[config.mk]
export PLATFORM = sky130hd
export DESIGN_NAME = snes_nes_pad_frame_decoder
export DESIGN_NICKNAME = d
export VERILOG_FILES = /design/src/hdl/snfd_pkg.sv /design/src/hdl/snfd_front.sv /design/src/hdl/snfd_queue.sv /design/src/hdl/snfd_back.sv /design/src/hdl/snes_nes_pad_frame_decoder.sv
export SDC_FILE = /design/constraint.sdc
export NUM_CORES = 1
export LEC_CHECK = 0
export ABC_AREA = 1
export BUFFER_PORTS_ARGS = -buffer_cell sky130_fd_sc_hd__buf_2
export CORE_ASPECT_RATIO = 2
export CORE_MARGIN = 3
export CORE_UTILIZATION = 45
export DETAILED_ROUTE_END_ITERATION = 6
export SETUP_SLACK_MARGIN = 0.1
export SYNTH_ARGS = -nofsm -noshare
export SYNTH_HDL_FRONTEND = slang
export SYNTH_SLANG_ARGS = --single-unit
[constraint.sdc]
create_clock -name clk -period 8.8 [get_ports clk]
set_clock_uncertainty 0.2 [all_clocks]
set_input_delay 1.32 -clock clk [delete_from_list [all_inputs] [get_ports clk]]
set_output_delay 1.32 -clock clk [all_outputs]
set_load 0.01 [all_outputs]
[src/hdl/snfd_pkg.sv]
// Shared types, constants and decode helpers for the pad frame decoder.
package snfd_pkg;

	// Adapter mode codes; the unused fourth code decodes as standard.
	localparam logic [1:0] MODE_STD  = 2'd0;
	localparam logic [1:0] MODE_MTAP = 2'd1;
	localparam logic [1:0] MODE_FS   = 2'd2;

	// Configuration register indexes.
	localparam logic [1:0] REG_ADAPTER_MODE   = 2'd0;
	localparam logic [1:0] REG_LIVE_DETECT    = 2'd1;
	localparam logic [1:0] REG_FIXED_NES_MASK = 2'd2;

	// Frame lengths in bit slots.
	localparam logic [5:0] LEN_STD  = 6'd16;
	localparam logic [5:0] LEN_MTAP = 6'd32;
	localparam logic [5:0] LEN_FS   = 6'd24;

	localparam logic [7:0] AXIS_CENTER = 8'd128;
	localparam logic [7:0] AXIS_MAX    = 8'd255;
	localparam logic [7:0] AXIS_MIN    = 8'd0;
	localparam logic [7:0] BYTE_ONES   = 8'hFF;
	localparam logic [7:0] HI_NIBBLE   = 8'hF0;

	// One queued frame snapshot, or a plain bit slot that carries no report.
	typedef struct packed {
		logic            report;
		logic            sel;
		logic            four_score;
		logic [3:0]      nes;
		logic [3:0][7:0] first_bytes;
		logic [3:0][7:0] second_bytes;
	} entry_t;

	typedef struct packed {
		logic not_empty;
		logic full;
	} q_status_t;

	function automatic logic [7:0] axis_from(input logic plus, input logic minus);
		logic [7:0] v;
		v = AXIS_CENTER;
		if (plus) v = AXIS_MAX;
		if (minus) v = AXIS_MIN;
		return v;
	endfunction

	// B, Y, Select, Start into bits 0..3; low nibble of second byte above.
	function automatic logic [7:0] pack_snes(input logic [7:0] b0, input logic [7:0] b1);
		return {b1[3:0], b0[4], b0[5], b0[6], b0[7]};
	endfunction

endpackage

[src/hdl/snfd_front.sv]
// Front part: shifts bit slots into controller bytes and queues frame snapshots.
module snfd_front
	import snfd_pkg::*;
(
	input  logic        clk,
	input  logic        arst_n,
	input  logic [1:0]  adapter_mode,
	input  logic        live_detect,
	input  logic [3:0]  fixed_nes_mask,
	input  logic        take,
	input  logic [3:0]  line_levels,
	input  logic        frame_start,
	output entry_t      entry
);

	logic [5:0]      slot_count_q;
	logic [3:0][7:0] first_q;
	logic [3:0][7:0] second_q;

	logic [1:0]      mode;
	logic [5:0]      len;
	logic [5:0]      slot;
	logic [5:0]      slot_next;
	logic [3:0]      pressed;
	logic            in_slot;
	logic            frame_end;
	logic [3:0]      en_first;
	logic [3:0]      en_second;
	logic [3:0]      bit_in;
	logic [3:0]      flags;
	logic [3:0][7:0] first_nx;
	logic [3:0][7:0] second_nx;
	logic [3:0][7:0] second_fin;

	always_comb begin
		logic [1:0] pi;
		mode = (adapter_mode == MODE_MTAP || adapter_mode == MODE_FS) ? adapter_mode : MODE_STD;
		len = (mode == MODE_MTAP) ? LEN_MTAP : ((mode == MODE_FS) ? LEN_FS : LEN_STD);
		slot = frame_start ? 6'd0 : slot_count_q;
		pressed = ~line_levels;
		in_slot = (slot < len);
		slot_next = in_slot ? slot + 6'd1 : slot;
		frame_end = in_slot && (slot_next == len);
		en_first = '0;
		en_second = '0;
		bit_in = '0;
		for (int p = 0; p < 4; p++) begin
			pi = 2'(p);
			if (in_slot) begin
				if (mode == MODE_MTAP) begin
					if (pi[1] == slot[4]) begin
						bit_in[p] = pressed[pi[0]];
						en_first[p] = !slot[3];
						en_second[p] = slot[3];
					end
				end else if (mode == MODE_FS) begin
					if (slot[5:4] == 2'd0 && pi[1] == slot[3]) begin
						bit_in[p] = pressed[pi[0]];
						en_first[p] = 1'b1;
					end
				end else begin
					bit_in[p] = pressed[p];
					en_first[p] = (slot < 6'd8);
					en_second[p] = !(slot < 6'd8);
				end
			end
			first_nx[p] = en_first[p] ? {first_q[p][6:0], bit_in[p]} : first_q[p];
			second_nx[p] = en_second[p] ? {bit_in[p], second_q[p][7:1]} : second_q[p];
		end
		// Detect NES pads on the completed second bytes, then clear those bytes.
		for (int p = 0; p < 4; p++) begin
			flags[p] = live_detect ? (second_nx[p] == BYTE_ONES) : fixed_nes_mask[p];
		end
		if (!(frame_end && mode != MODE_FS)) flags = '0;
		for (int p = 0; p < 4; p++) begin
			second_fin[p] = flags[p] ? 8'd0 : second_nx[p];
		end
		entry.report = frame_end;
		entry.sel = (mode != MODE_MTAP) || (slot_next[5:4] == 2'd0) || (slot_next >= len);
		entry.four_score = (mode == MODE_FS);
		entry.nes = flags;
		entry.first_bytes = first_nx;
		entry.second_bytes = second_fin;
	end

	always_ff @(posedge clk or negedge arst_n) begin
		if (!arst_n) begin
			slot_count_q <= '0;
			first_q <= '0;
			second_q <= '0;
		end else if (take) begin
			slot_count_q <= slot_next;
			first_q <= first_nx;
			second_q <= second_fin;
		end
	end

endmodule

[src/hdl/snfd_queue.sv]
// Small FIFO of frame entries between the front and back parts.
module snfd_queue
	import snfd_pkg::*;
#(
	parameter int DEPTH = 4
) (
	input  logic      clk,
	input  logic      arst_n,
	input  logic      push,
	input  entry_t    wr_entry,
	input  logic      pop,
	output entry_t    rd_entry,
	output q_status_t status
);

	localparam int PW = $clog2(DEPTH);
	localparam int CW = $clog2(DEPTH + 1);
	localparam logic [PW-1:0] LAST_PTR = PW'(DEPTH - 1);
	localparam logic [CW-1:0] FULL_CNT = CW'(DEPTH);

	entry_t        slots_q [DEPTH];
	logic [PW-1:0] wr_ptr_q;
	logic [PW-1:0] rd_ptr_q;
	logic [CW-1:0] count_q;

	assign status.not_empty = (count_q != '0);
	assign status.full = (count_q == FULL_CNT);
	assign rd_entry = slots_q[rd_ptr_q];

	always_ff @(posedge clk) begin
		if (push) slots_q[wr_ptr_q] <= wr_entry;
	end

	always_ff @(posedge clk or negedge arst_n) begin
		if (!arst_n) begin
			wr_ptr_q <= '0;
			rd_ptr_q <= '0;
			count_q <= '0;
		end else begin
			if (push) wr_ptr_q <= (wr_ptr_q == LAST_PTR) ? '0 : wr_ptr_q + PW'(1);
			if (pop) rd_ptr_q <= (rd_ptr_q == LAST_PTR) ? '0 : rd_ptr_q + PW'(1);
			if (push && !pop) count_q <= count_q + CW'(1);
			else if (pop && !push) count_q <= count_q - CW'(1);
		end
	end

endmodule

[src/hdl/snfd_back.sv]
// Back part: expands queued entries into results and tracks reported bytes.
module snfd_back
	import snfd_pkg::*;
(
	input  logic      clk,
	input  logic      arst_n,
	input  q_status_t status,
	input  entry_t    head,
	output logic      pop,
	output logic      out_valid,
	input  logic      out_ready,
	output logic      select_level,
	output logic      report_valid,
	output logic [2:0] pad_number,
	output logic [7:0] axis_x,
	output logic [7:0] axis_y,
	output logic [7:0] button_bits,
	output logic      pad_changed,
	output logic      last
);

	logic [1:0]       pad_q;
	logic [3:0][15:0] reported_q;
	logic             out_valid_q;

	logic             load;
	logic             issue;
	logic [7:0]       b0;
	logic [7:0]       b1;
	logic             changed;
	logic [15:0]      new_rep;
	logic [7:0]       buttons;

	assign load = !out_valid_q || out_ready;
	assign issue = load && status.not_empty;
	assign pop = issue && (!head.report || pad_q == 2'd3);
	assign out_valid = out_valid_q;

	always_comb begin
		b0 = head.first_bytes[pad_q];
		b1 = head.second_bytes[pad_q];
		if (head.four_score) begin
			changed = (reported_q[pad_q][7:0] != b0);
			new_rep = {8'd0, b0};
		end else begin
			changed = (reported_q[pad_q] != {b1, b0});
			new_rep = {b1, b0};
		end
		buttons = (head.four_score || head.nes[pad_q]) ? (b0 & HI_NIBBLE) : pack_snes(b0, b1);
	end

	always_ff @(posedge clk or negedge arst_n) begin
		if (!arst_n) begin
			pad_q <= '0;
			reported_q <= '0;
			out_valid_q <= 1'b0;
		end else begin
			if (load) out_valid_q <= status.not_empty;
			if (issue && head.report) begin
				reported_q[pad_q] <= new_rep;
				pad_q <= pad_q + 2'd1;
			end
		end
	end

	// Result payload: no reset needed.
	always_ff @(posedge clk) begin
		if (issue) begin
			select_level <= head.sel;
			report_valid <= head.report;
			last <= !head.report || pad_q == 2'd3;
			if (head.report) begin
				pad_number <= {1'b0, pad_q} + 3'd1;
				axis_x <= axis_from(b0[0], b0[1]);
				axis_y <= axis_from(b0[2], b0[3]);
				button_bits <= buttons;
				pad_changed <= changed;
			end else begin
				pad_number <= '0;
				axis_x <= '0;
				axis_y <= '0;
				button_bits <= '0;
				pad_changed <= 1'b0;
			end
		end
	end

endmodule

[src/hdl/snes_nes_pad_frame_decoder.sv]
// Top level of the SNES/NES pad frame decoder: config registers, front, queue, back.
//
//  Channel  Handshake              Payload
//  -------  ---------------------  -------------------------------------------------
//  in       in_valid / in_ready    line_levels, frame_start (one bit slot)
//  out      out_valid / out_ready  select_level, report_valid, pad_number, axis_x,
//                                  axis_y, button_bits, pad_changed, last
//  cfg      cfg_wr_en              cfg_index, cfg_data (write only)
//
// One bit slot is accepted per cycle while the entry queue has room; the front
// finishes its shift in that cycle and queues one entry per slot.
// The back drains one entry per cycle for plain slots while the output can load, and
// holds a frame-end entry until it has issued one report per pad; results are registered.
// Reset clears slot position, controller bytes, reported bytes and the queue.
// Either side may stall: the queue and the output register absorb the difference.
module snes_nes_pad_frame_decoder
	import snfd_pkg::*;
#(
	parameter int QUEUE_DEPTH = 4
) (
	input  logic       clk,
	input  logic       arst_n,
	input  logic       cfg_wr_en,
	input  logic [1:0] cfg_index,
	input  logic [3:0] cfg_data,
	input  logic       in_valid,
	output logic       in_ready,
	input  logic [3:0] line_levels,
	input  logic       frame_start,
	output logic       out_valid,
	input  logic       out_ready,
	output logic       select_level,
	output logic       report_valid,
	output logic [2:0] pad_number,
	output logic [7:0] axis_x,
	output logic [7:0] axis_y,
	output logic [7:0] button_bits,
	output logic       pad_changed,
	output logic       last
);

	// Configuration registers.
	logic [1:0] adapter_mode_q;
	logic       live_detect_q;
	logic [3:0] fixed_nes_mask_q;

	logic      take;
	logic      pop;
	entry_t    front_entry;
	entry_t    head_entry;
	q_status_t q_status;

	always_ff @(posedge clk or negedge arst_n) begin
		if (!arst_n) begin
			adapter_mode_q <= MODE_STD;
			live_detect_q <= 1'b1;
			fixed_nes_mask_q <= '0;
		end else if (cfg_wr_en) begin
			// Drop writes to indexes beyond the register list.
			if (cfg_index == REG_ADAPTER_MODE) adapter_mode_q <= cfg_data[1:0];
			if (cfg_index == REG_LIVE_DETECT) live_detect_q <= cfg_data[0];
			if (cfg_index == REG_FIXED_NES_MASK) fixed_nes_mask_q <= cfg_data;
		end
	end

	// Accept a slot whenever the queue can hold its entry.
	assign in_ready = !q_status.full;
	assign take = in_valid && in_ready;

	snfd_front u_front (
		.clk            (clk),
		.arst_n         (arst_n),
		.adapter_mode   (adapter_mode_q),
		.live_detect    (live_detect_q),
		.fixed_nes_mask (fixed_nes_mask_q),
		.take           (take),
		.line_levels    (line_levels),
		.frame_start    (frame_start),
		.entry          (front_entry)
	);

	snfd_queue #(
		.DEPTH (QUEUE_DEPTH)
	) u_queue (
		.clk      (clk),
		.arst_n   (arst_n),
		.push     (take),
		.wr_entry (front_entry),
		.pop      (pop),
		.rd_entry (head_entry),
		.status   (q_status)
	);

	snfd_back u_back (
		.clk          (clk),
		.arst_n       (arst_n),
		.status       (q_status),
		.head         (head_entry),
		.pop          (pop),
		.out_valid    (out_valid),
		.out_ready    (out_ready),
		.select_level (select_level),
		.report_valid (report_valid),
		.pad_number   (pad_number),
		.axis_x       (axis_x),
		.axis_y       (axis_y),
		.button_bits  (button_bits),
		.pad_changed  (pad_changed),
		.last         (last)
	);

endmodule
## Yosys cells after proc, flatten, opt, wreduce, memory -nomap -nowiden

Memories as Yosys holds them, arrays and structs flattened.
Cells that the tools add are included.

- Output and inout bits: 33
- Register bits: 182
- RAM bits: 284
- Logic and storage cells: 181
- Input bits: 16
- Memories kept: 1

- $lt $le $gt $ge: 5
- Mux-type cells: 81
- Eq/ne operators: 19
- Bitwise logic cells: 3
- Reductions and logical operators: 35
- Add/subtract/negate cells: 7

Memories:

| name | depth | width | rd ports | clocked after memory_dff | wr ports | RTL line | text |
|---|---|---|---|---|---|---|---|
| u_queue.slots_q | 4 | 71 | 1 | 0 | 1 | snfd_queue.sv:21 | `entry_t slots_q [DEPTH];` |

Operators with widths:

| operator | count |
|---|---|
| $mux W8 | 15 |
| $bwmux W64 | 1 |
| $mux W16 | 3 |
| $mux W1 | 45 |
| $bmux W16 S2 | 1 |
| $bmux W8 S2 | 2 |
| $demux W16 S2 | 1 |
| $eq A8 B8 Y1 const B | 4 |
| $mux W6 | 3 |
| $ne A16 B16 Y1 | 1 |
| $mux W7 | 2 |
| $eq A2 B2 Y1 const B | 6 |
| $logic_and A1 B1 Y1 | 11 |
| $mux W4 | 2 |
| $ne A8 B8 Y1 | 1 |
| $logic_not A1 Y1 | 7 |
| $add A2 B1 Y2 const B | 3 |
| $add A6 B1 Y6 const B | 1 |
| $eq A2 B1 Y1 const B | 3 |
| $eq A6 B6 Y1 | 1 |
| $ge A6 B6 Y1 | 1 |
| $logic_not A2 Y1 | 3 |
| $logic_or A1 B1 Y1 | 6 |
| $lt A6 B4 Y1 const B | 1 |
| other kinds (18) | 26 |

## Logic depth before layout (Yosys ltp)

Gate-level depths: netlist (run 1).

- Depth in word-level cells: 13
- Mapped depth: 17
- Mapped depth without buffers: 16

## Modules after synthesis

A second synthesis (run 1) with hierarchy kept.

- Cells, all modules: 2,278
- Area total of the unflattened synthesis: 21,324.2 um2

By module, submodules not included:

| module | cells each | instances | area an instance (um2) | seq. area each (um2) |
|---|---|---|---|---|
| snfd_queue | 881 | 1 | 11,811.3 | 8,703.3 |
| snfd_back | 694 | 1 | 4,860.9 | 2,247.2 |
| snfd_front | 665 | 1 | 4,337.9 | 1,751.7 |
| snes_nes_pad_frame_decoder | 38 | 1 | 314.1 | 176.4 |

## Worst setup path after synthesis (run 1)

No wires, ideal clock.

- Path type: input -> register
- From: input port in_valid
- To: memory u_queue.slots_q[0][0] (netlist bit), enable pin
- Data arrival time: 4.750 ns
- Cell stages on the path: 4
- Required time: 8.099 ns
- Path slack: 3.349 ns
- Path buffers: 2
- Setup time: 0.501 ns
- Cell sequence: nand2_1 > clkbuf_1 > clkbuf_1 > nor2_1

- Word-level cells in the longest chain between the ends: 3

Ends and longest elaborated chain:

| element | RTL line | text |
|---|---|---|
| from (decl) | snes_nes_pad_frame_decoder.sv:26 | `input logic in_valid,` |
| $logic_and A1 B1 Y1 | snes_nes_pad_frame_decoder.sv:68 | `assign take = in_valid && in_ready;` |
| $mux W1 | snfd_queue.sv:31 | `if (push) slots_q[wr_ptr_q] <= wr_entry;` |
| $mux W1 (not written as such) | snfd_queue.sv:31 |  |
| to (decl) | snfd_queue.sv:21 |  |

No other way between the ends.

==> results of run 1 <==
==> final cells by class <==
type / count / area, um2 / share of cell area, %
multi-input cells: 1343 / 6275 / 28.27
repair buffers: 67 / 389.1 / 1.753
clock inverters: 19 / 168.9 / 0.7609
inverters: 173 / 661.9 / 2.982
flip-flops and latches: 454 / 12880 / 58.04
clock buffers: 54 / 1125 / 5.067
well taps: 555 / 694.4 / 3.128
==> logic make-up (layout without fill, tap and decap cells) <==
kind of cell | Yosys count | after routing
buf+inv | 294 | 313
simple gates | 927 | 927
flops | 454 | 454
mux | 2 | 2
fa+ha+maj | 13 | 13
compound gates | 395 | 395
xor+xnor | 6 | 6
==> critical path, stage by stage (launching register included) <==
cell	delay (ps)
dfrtp_4	650
buf_4	530
nand2_1	110
nand3_1	110
nand2_1	380
inv_1	510
nand2_1	180
nand2_1	150
ha_1	160
inv_1	70
fa_1	430
a21oi_1	140
o21ai_0	120
xor2_1	150
==> synthesized netlist by cell type (12+ instances only) <==
| cell | n | area, um2 |
|---|---|---|
| o21ai_0 | 281 | 1406 |
| nand2_1 | 484 | 1817 |
| o211ai_1 | 39 | 292.8 |
| dfrtp_1 | 150 | 3754 |
| a21oi_1 | 34 | 170.2 |
| inv_1 | 163 | 611.8 |
| buf_2 | 19 | 95.09 |
| buf_4 | 12 | 90.09 |
| nor2_1 | 270 | 1013 |
| nand3_1 | 135 | 675.7 |
| edfxtp_1 | 303 | 9099 |
| ha_1 | 12 | 150.1 |
| clkbuf_1 | 83 | 311.6 |
==> final timing paths <==
check,start,end,cells after the start
worst max-delay path,u_queue.rd_ptr_q[0],u_queue.count_q[2],13
worst min-delay path,u_back.reported_q[40],u_back.reported_q[40],2
worst max register to register,u_queue.rd_ptr_q[0],u_queue.count_q[2],13
worst min register to register,u_back.reported_q[40],u_back.reported_q[40],2
max in group asynchronous,arst_n,u_front.first_q[19],2
min in group asynchronous,arst_n,u_queue.wr_ptr_q[0],1
==> routing by layer <==
metal / vias to the layer above / share of wire [%]
met4: 0 / 3.6
met3: 87 / 3.6
li1: 6976 / -
met5: - / 0
met2: 331 / 55
met1: 7088 / 37
==> stage by stage <==
step	worst slack, ps	cells	hold slack (ps)	power [mW]	area [um2]
final	4744	2665	281.1	8.137	22200
after global routing	4502	2665	309.3	8.704	22200
after CTS	4792	2665	283.7	8.203	22200
after detailed placement	4394	2592	266.1	6.446	20910
after global placement	4460	2592	262.9	6.361	20910
after floorplan	3349	2091	243.9	5.448	20310
==> state kept, by name, indices dropped and copies added (netlist names), 3 cells and up <==
signal	cells
u_front.slot_count_q	6
u_front.second_q	32
u_queue.slots_q	284
u_front.first_q	32
u_back.pad_number	3
u_back.button_bits	8
u_back.reported_q	64
fixed_nes_mask_q	4
u_queue.count_q	3
==> report_power, final <==
group	leakage (nW)	internal, mW	total [mW]	switching, mW
clock	0.630	0.988	1.75	0.765
combinational	3.54	0.830	3.01	2.18
sequential	4.80	3.09	3.37	0.284
==> flow_summary.ini, run 1 <==
[status]
status = completed

[grt]
grt-busiest-layer = met2
grt_max_degree = 103
grt_util_met1_pct = 23.50
grt_util_met3_pct = 2.429
grt-ovfl-total = 0
antenna_found_initial = 0
use_met2_pct = 40.73
grt_util_all_layers_pct = 21.17
grt_pass1_vias = 14480
grt_pass1_wl_um = 79530

[placed_design]
place.gp.congestion = 0.8439
post-dp-hpwl_um = 31390
port-buffer-count = 48

[detailed_routing]
initialDrtViolationCount = 906
drt_first_pass_iters = 5
wl_per_cell_um = 18.79
drt_wl_total_um = 50070
drtAntennaViolNets = 0
dr_total_vias = 14480
viasPerCell = 5.434
drc = 0

[layout]
final_cell_mix = 483 x nand2_1, 303 x edfxtp_1, 281 x o21ai_0
fill_cells = 4032
antenna_cells = 0
areaGrowthSynthToFinish_pct = 9.289
utilization_pct = 49.93
final_common_cell = nand2_1
nets = 2109
drive_gt1_share_pct = 8.294

[logic_synthesis]
postSynthNetCount = 2120
synth_top_family_by_area = simple AND/OR/NAND/NOR gates
synth-seq-cells = 454
synthXorXnorAreaFrac_pct = 0.2587
synth.distinct_cells = 46
syn_area_um2 = 20310
synth_mux_area_share_pct = 0.1109
yosysWarnings = 0
synth_seq_area_share_pct = 63.40
synth_compound_area_share_pct = 10.74
synth-simple-area-share_pct = 18.76
async_reset_ff_share_pct = 33.26
syn_avg_cell_area_um2 = 9.714
syn_inst = 2091
synth-edff-count = 303
synth_ff_type = edfxtp_1
synth_fa_ha_area_share_pct = 0.8377

[timing]
fin_crit_sh_pct = 46.09
slew_headroom_pct = 18.64
hold_viol = 0
fmax_mhz = 246.5
min_period_ps = 4056
tightest_slew_ps = 1220
tns_ps = 0
setup_viol = 0
grt_setup_unrepaired = false
drv_slew = 0

[die]
core_um2 = 44460
io_pins = 49
num_rows = 109
die_w_um = 156.2
die_y_um = 306.5
initial_core_util_pct = 45.69
dieArea_um2 = 47880

[clock_tree]
clockBufferDepth = 3
post_cts_buffers = 0
hold_buffers = 0
cts_tree = done
clkSinkCount = 454
cts_root_buf = clkbuf_16
cts_resized = 0
numCtsBuffers = 41
h-tree-depth = 2
clk_pin_slew_worst_paths_ps = 70
worstSkewPairLatency_ps = 540

[pwr]
p_leak_nw = 8.968
irDropWorstVdd_mv = 0.1698
power_density_nw_per_um2 = 366.5

[critical_path]
crit_fanout = 52
worstPathRequired_ps = 9010
r2r_slack_ps = 4740
cp.arrival_ps = 4270
end_kind = flop
crit_path_start_kind = flop
critical_path_class = reg2reg

[run]
drv_cap = 0

[worst_hold_path]
holdCritPathClass = reg2reg
No activity file was read; power rests on OpenSTA's default activity.
==> inputs of run 2 (changes only) <==
Settings changed: ABC_AREA 1 to 0.
Clock period 8.8 ns to 4.3 ns, I/O delays scaled along.
==> run 2 against run 1 <==
Net effect: sequential power is 98% higher; total power up 98%; wire length fell by 11%; final area decreased by 0.39%; combinational power rose by 97%; core utilization increased by 0.89 points; synthesized area shrank 2.2%; non-clock buffer count grew 36; sequential cell count unchanged; clock power increased by 99%; critical endpoint is now u_front.second_q[31]; sequential share of layout area increased by 0.23 points; via count down 21%.
==> flow_summary.ini, run 2 <==
[layout]
regMostFlops = u_queue.slots_q
areaGrowthSynthToFinish_pct = 11.35
antenna_cells = 0
final_cell_count_no_fill = 2028
final_cell_mix = 303 x edfxtp_1, 207 x nand2_1, 147 x dfrtp_1
final_common_cell = edfxtp_1
drive_gt1_share_pct = 22.94
nets = 1477
reg.largest.list = u_queue.slots_q (284), u_back.reported_q (64)
largest_reg_flops = 284

[run]
drv_cap = 0

[critical_path]
crit_fanout = 15
worstPathRequired_ps = 4520
reg2reg_from = adapter_mode_q[1]
cp.arrival_ps = 3990
crit_start = adapter_mode_q[1]
crit_path_start_kind = flop
end_kind = flop
critical_path_class = reg2reg

[logic_synthesis]
yosysWarnings = 0
synth-edff-count = 303
syn_avg_cell_area_um2 = 14.37
ys_top_cells_by_area = edfxtp_1 46%, dfrtp_1 19%, mux4_2 7.9%
synth.distinct_cells = 73
postSynthNetCount = 1411
synth_common_cells = 303 x edfxtp_1, 208 x nand2_1, 150 x dfrtp_1
syn_inst = 1382
synth.most_common_cell = edfxtp_1
synth_ff_type = edfxtp_1
synth_seq_area_share_pct = 64.85
synth-seq-cells = 454
async_reset_ff_share_pct = 33.26
syn_area_um2 = 19860
yosysTopAreaCell = edfxtp_1
yosysTopAreaCellShare_pct = 45.82

[pwr]
power_density_nw_per_um2 = 727.3
p_leak_nw = 8.258
irDropWorstVdd_mv = 0.3805

[timing]
min_period_ps = 3769
setup_viol = 0
tns_ps = 0
grt_setup_unrepaired = false
slew_headroom_pct = 33.82
fmax_mhz = 265.3
tightest_slew_ps = 989.0
hold_viol = 0
fin_crit_sh_pct = 87.65
drv_slew = 0

[detailed_routing]
drt_wl_total_um = 44520
wl_met3_um = 1410
wl_met1_um = 17060
drc = 0
wl_per_cell_um = 21.95
dr_total_vias = 11460
drt_first_pass_iters = 5
drtAntennaViolNets = 0
topRoutingLayerUsed = met4
initialDrtViolationCount = 653
viasPerCell = 5.652
routed-wl-met2_um = 24760

[die]
initial_core_util_pct = 45.64
die_y_um = 303.1
core_um2 = 43510
io_pins = 49
die_w_um = 154.5
dieArea_um2 = 46840
num_rows = 108

[clock_tree]
h-tree-depth = 2
cts_root_buf = clkbuf_16
cts_resized = 0
worstSkewPairLatency_ps = 540
clk_pin_slew_worst_paths_ps = 60
cts_tree = done
clockBufferDepth = 3
clkSinkCount = 454
numCtsBuffers = 40

[worst_hold_path]
min_from = cfg_data[2]
holdCritPathClass = in2reg

[grt]
grt_pass1_vias = 11800
grt_max_degree = 74
grt_util_all_layers_pct = 19.29
antenna_found_initial = 0
grt-ovfl-total = 0
grt_pass1_wl_um = 69610

[placed_design]
port-buffer-count = 48
placed_cells = 1955
post-dp-hpwl_um = 30550
place.gp.congestion = 0.8171

[status]
status = completed
run 2: final timing paths:
kind / end / slack, ps / cells past startpoint
min: fixed_nes_mask_q[2] / 140 / 2
max in group asynchronous: live_detect_q / 2610 / 3
min in group asynchronous: u_back.reported_q[29] / 420 / 2
min reg2reg: u_back.reported_q[10] / 280 / 2
max: u_front.second_q[31] / 530 / 10
max reg2reg: u_front.second_q[31] / 530 / 10
run 2: per-stage QoR:
step	power, mW	utilization (%)	hold slack [ps]	instance area [um2]	setup slack (ps)
2_1_floorplan	10.81	-	149.4	19860	925.8
3_3_place_gp	12.66	47.94	256.3	20860	559.9
3_5_place_dp	12.80	47.94	266.8	20860	473.5
4_1_cts	16.29	50.82	115.7	22110	523.7
5_1_grt	16.99	50.82	131.5	22110	188.6
6_report	16.08	50.82	142.7	22110	530.8
run 2: routing by layer:
layer	global-route usage, %	vias up
li1	-	5267
met5	0	-
met2	36.48	213
met4	6.420	0
met3	2.170	66
met1	22.62	5916
run 2: power by group:
part	internal (mW)	switching, mW
Sequential	6.11	0.561
Combinational	2.54	3.39
Clock	1.92	1.56
Total	10.6	5.51
run 2: worst max-delay path, stage by stage, from the launching register on:
cell and delay, ps:
dfrtp_1 550, or3b_1 440, a31oi_4 290, nand4_1 150, xnor2_1 170, ha_1 300, nor2b_1 230, o2111ai_2 270
and2b_1 570, nor3_1 180, mux2_2 310
run 2: area by class of cell:
cell class	instances	area (um2)
multi-input cells	828	6481
well taps	550	688.2
fillers	3735	21400
clock inverters	20	145.1
flip-flops and latches	454	12880
inverters	21	78.83
repair buffers	103	737.0
clock buffers	52	1097
run 2: kinds of logic after synthesis:
kind of cell / count (synthesis) / share of synthesized area (%)
mux: 207 / 15.39
fa+ha+maj: 13 / 0.8569
compound gates: 180 / 5.891
simple gates: 405 / 9.363
buf+inv: 100 / 2.634
xor+xnor: 23 / 1.014
flops: 454 / 64.85
run 2: what timing repair did:
| item | 4_1_cts | 5_1_grt |
|---|---|---|
| endpoints found under the hold margin | 48 | 0 |
| hold buffers | 1 | 0 |
| setup buffers | 0 | 0 |
==> inputs of run 3 (changes only) <==
Settings changed: ABC_AREA 0 to 1.
==> run 3 against run 2 <==
Net effect: combinational power rose by 9.8%; core utilization is essentially flat; sequential power grew 2%; largest cell class unchanged.
==> flow_summary.ini, run 3 (same netlist as run 1, synthesis figures left out) <==
[critical_path]
reg2reg_from = u_queue.rd_ptr_q[0]
crit_path_frequent_cell = nand2_1
crit_path_start_kind = flop
cp.depth = 13
crit_fanout = 169
slowest_stage = dfrtp_4
cp_top_family = buffers and inverters
critical_path_class = reg2reg
cp.arrival_ps = 3460
worstPathRequired_ps = 4520
ff2ff_path_depth = 13
cp_slowest_stage_delay_ps = 430
timing.rr.end = u_queue.count_q[2]
end_kind = flop
crit_chain = buf_12 -> nand2_1 -> nand3_1 -> nand2_1 -> inv_1 -> nand2_1 -> nand2_1 -> ha_1 -> inv_1 -> fa_1 -> a21oi_1 -> o21ai_0 -> xor2_1
crit_start = u_queue.rd_ptr_q[0]
r2r_slack_ps = 1060
critical_path_buf_inv_count = 3
endpoint = u_queue.count_q[2]

[pwr]
p_sw_share_pct = 39.69
pwr-share-clk_pct = 22.1
power_frac_comb_pct = 38.0
irDropWorstVdd_mv = 0.5713
seq_power_share_pct = 39.9
power_density_nw_per_um2 = 758.9
switchingPower_mw = 6.800
p_int_mw = 10.33
p_leak_nw = 9.172

[layout]
areaGrowthSynthToFinish_pct = 11.16
regMostFlops = u_queue.slots_q
fill_cells = 4007
final_common_cell = nand2_1
largest_reg_flops = 284
utilization_pct = 50.78
nets = 2133
antenna_cells = 0
reg.largest.list = u_queue.slots_q (284), u_back.reported_q (64)
multi_input_area_um2 = 6275
seq_area_um2 = 12880
final_cell_mix = 483 x nand2_1, 303 x edfxtp_1, 281 x o21ai_0
drive_gt1_share_pct = 9.588

[detailed_routing]
initialDrtViolationCount = 1163
dr_total_vias = 14600
viasPerCell = 5.421
wl_per_cell_um = 19.36
drtAntennaViolNets = 0
drc = 0
drt_first_pass_iters = 5
drt_wl_total_um = 52140

[placed_design]
dp_slack_ps = 755.7
port-buffer-count = 48
post-dp-hpwl_um = 33530
place.gp.congestion = 0.8384

[grt]
grt_max_degree = 170
antenna_found_initial = 1
grt-ovfl-total = 0
grt_pass1_vias = 14740
grt_pass1_wl_um = 81510
grt_util_all_layers_pct = 21.87

[die]
die_y_um = 306.5
num_rows = 109
core_um2 = 44460
initial_core_util_pct = 45.69
dieArea_um2 = 47880
die_w_um = 156.2
io_pins = 49

[timing]
hold_viol = 0
drv_slew = 0
tightest_slew_ps = 1059
whs_ps = 104.5
setup_viol = 0
finalWorstSetupSlack_ps = 1063
tns_ps = 0
fmax_mhz = 308.9
slew_headroom_pct = 29.40
min_period_ps = 3237
fin_crit_sh_pct = 75.28
grt_setup_unrepaired = false

[clock_tree]
cts_root_buf = clkbuf_16
numCtsBuffers = 42
hold_buffers = 1
post_cts_buffers = 0
h-tree-depth = 2
cts_resized = 0
clockBufferDepth = 3
clkSinkCount = 454
clk_pin_slew_worst_paths_ps = 60
cts_tree = done
worstSkewPairLatency_ps = 550

[run]
drv_cap = 0

[worst_hold_path]
holdCritPathClass = in2reg

[status]
status = completed
-- run 3: per-layer routing --
layer	wire length [um]	global-route usage, %	vias up	part of all wire, %
met5	20	0	-	0.038
met4	2580	10.45	2	4.9
li1	-	-	7023	-
met3	2005	2.161	122	3.8
met2	28560	41.77	386	55
met1	18970	23.70	7067	36
-- run 3: how the worst min path moves through the flow --
stage	slack, ps	start	end	cells after the start
6_report	100	out_ready	u_back.out_valid	2
5_1_grt	130	out_ready	u_back.out_valid	2
3_5_place_dp	270	u_front.first_q[23]	u_front.first_q[23]	2
2_1_floorplan	150	arst_n	adapter_mode_q[0]	0
3_3_place_gp	260	u_back.reported_q[28]	u_back.reported_q[28]	2
4_1_cts	80	out_ready	u_back.out_valid	2
-- run 3: power groups by stage --
| stage | clock, mW | sequential, mW | combinational, mW |
|---|---|---|---|
| 2_1_floorplan | 0 | 6.84 | 4.31 |
| 3_3_place_gp | 0 | 6.87 | 6.41 |
| 3_5_place_dp | 0 | 6.90 | 6.54 |
| 4_1_cts | 3.87 | 6.82 | 6.57 |
| 5_1_grt | 4.03 | 6.95 | 7.30 |
| 6_report | 3.79 | 6.83 | 6.51 |
-- run 3: cell type report --
class                           count  share of cell area, %
Clock inverter                     19                 0.7980
Multi-Input combinational cell   1343                  27.79
Inverter                          173                  2.926
Timing Repair Buffer               90                  2.943
Sequential cell                   454                  57.07
Clock buffer                       59                  5.398
Tap cell                          555                  3.076
-- run 3: stage by stage --
step           power [mW]  cells  cell area, um2
6_report            17.13   2693           22580
5_1_grt             18.28   2693           22580
4_1_cts             17.27   2693           22580
3_5_place_dp        13.45   2614           21170
3_3_place_gp        13.27   2614           21170
2_1_floorplan       11.15   2091           20310
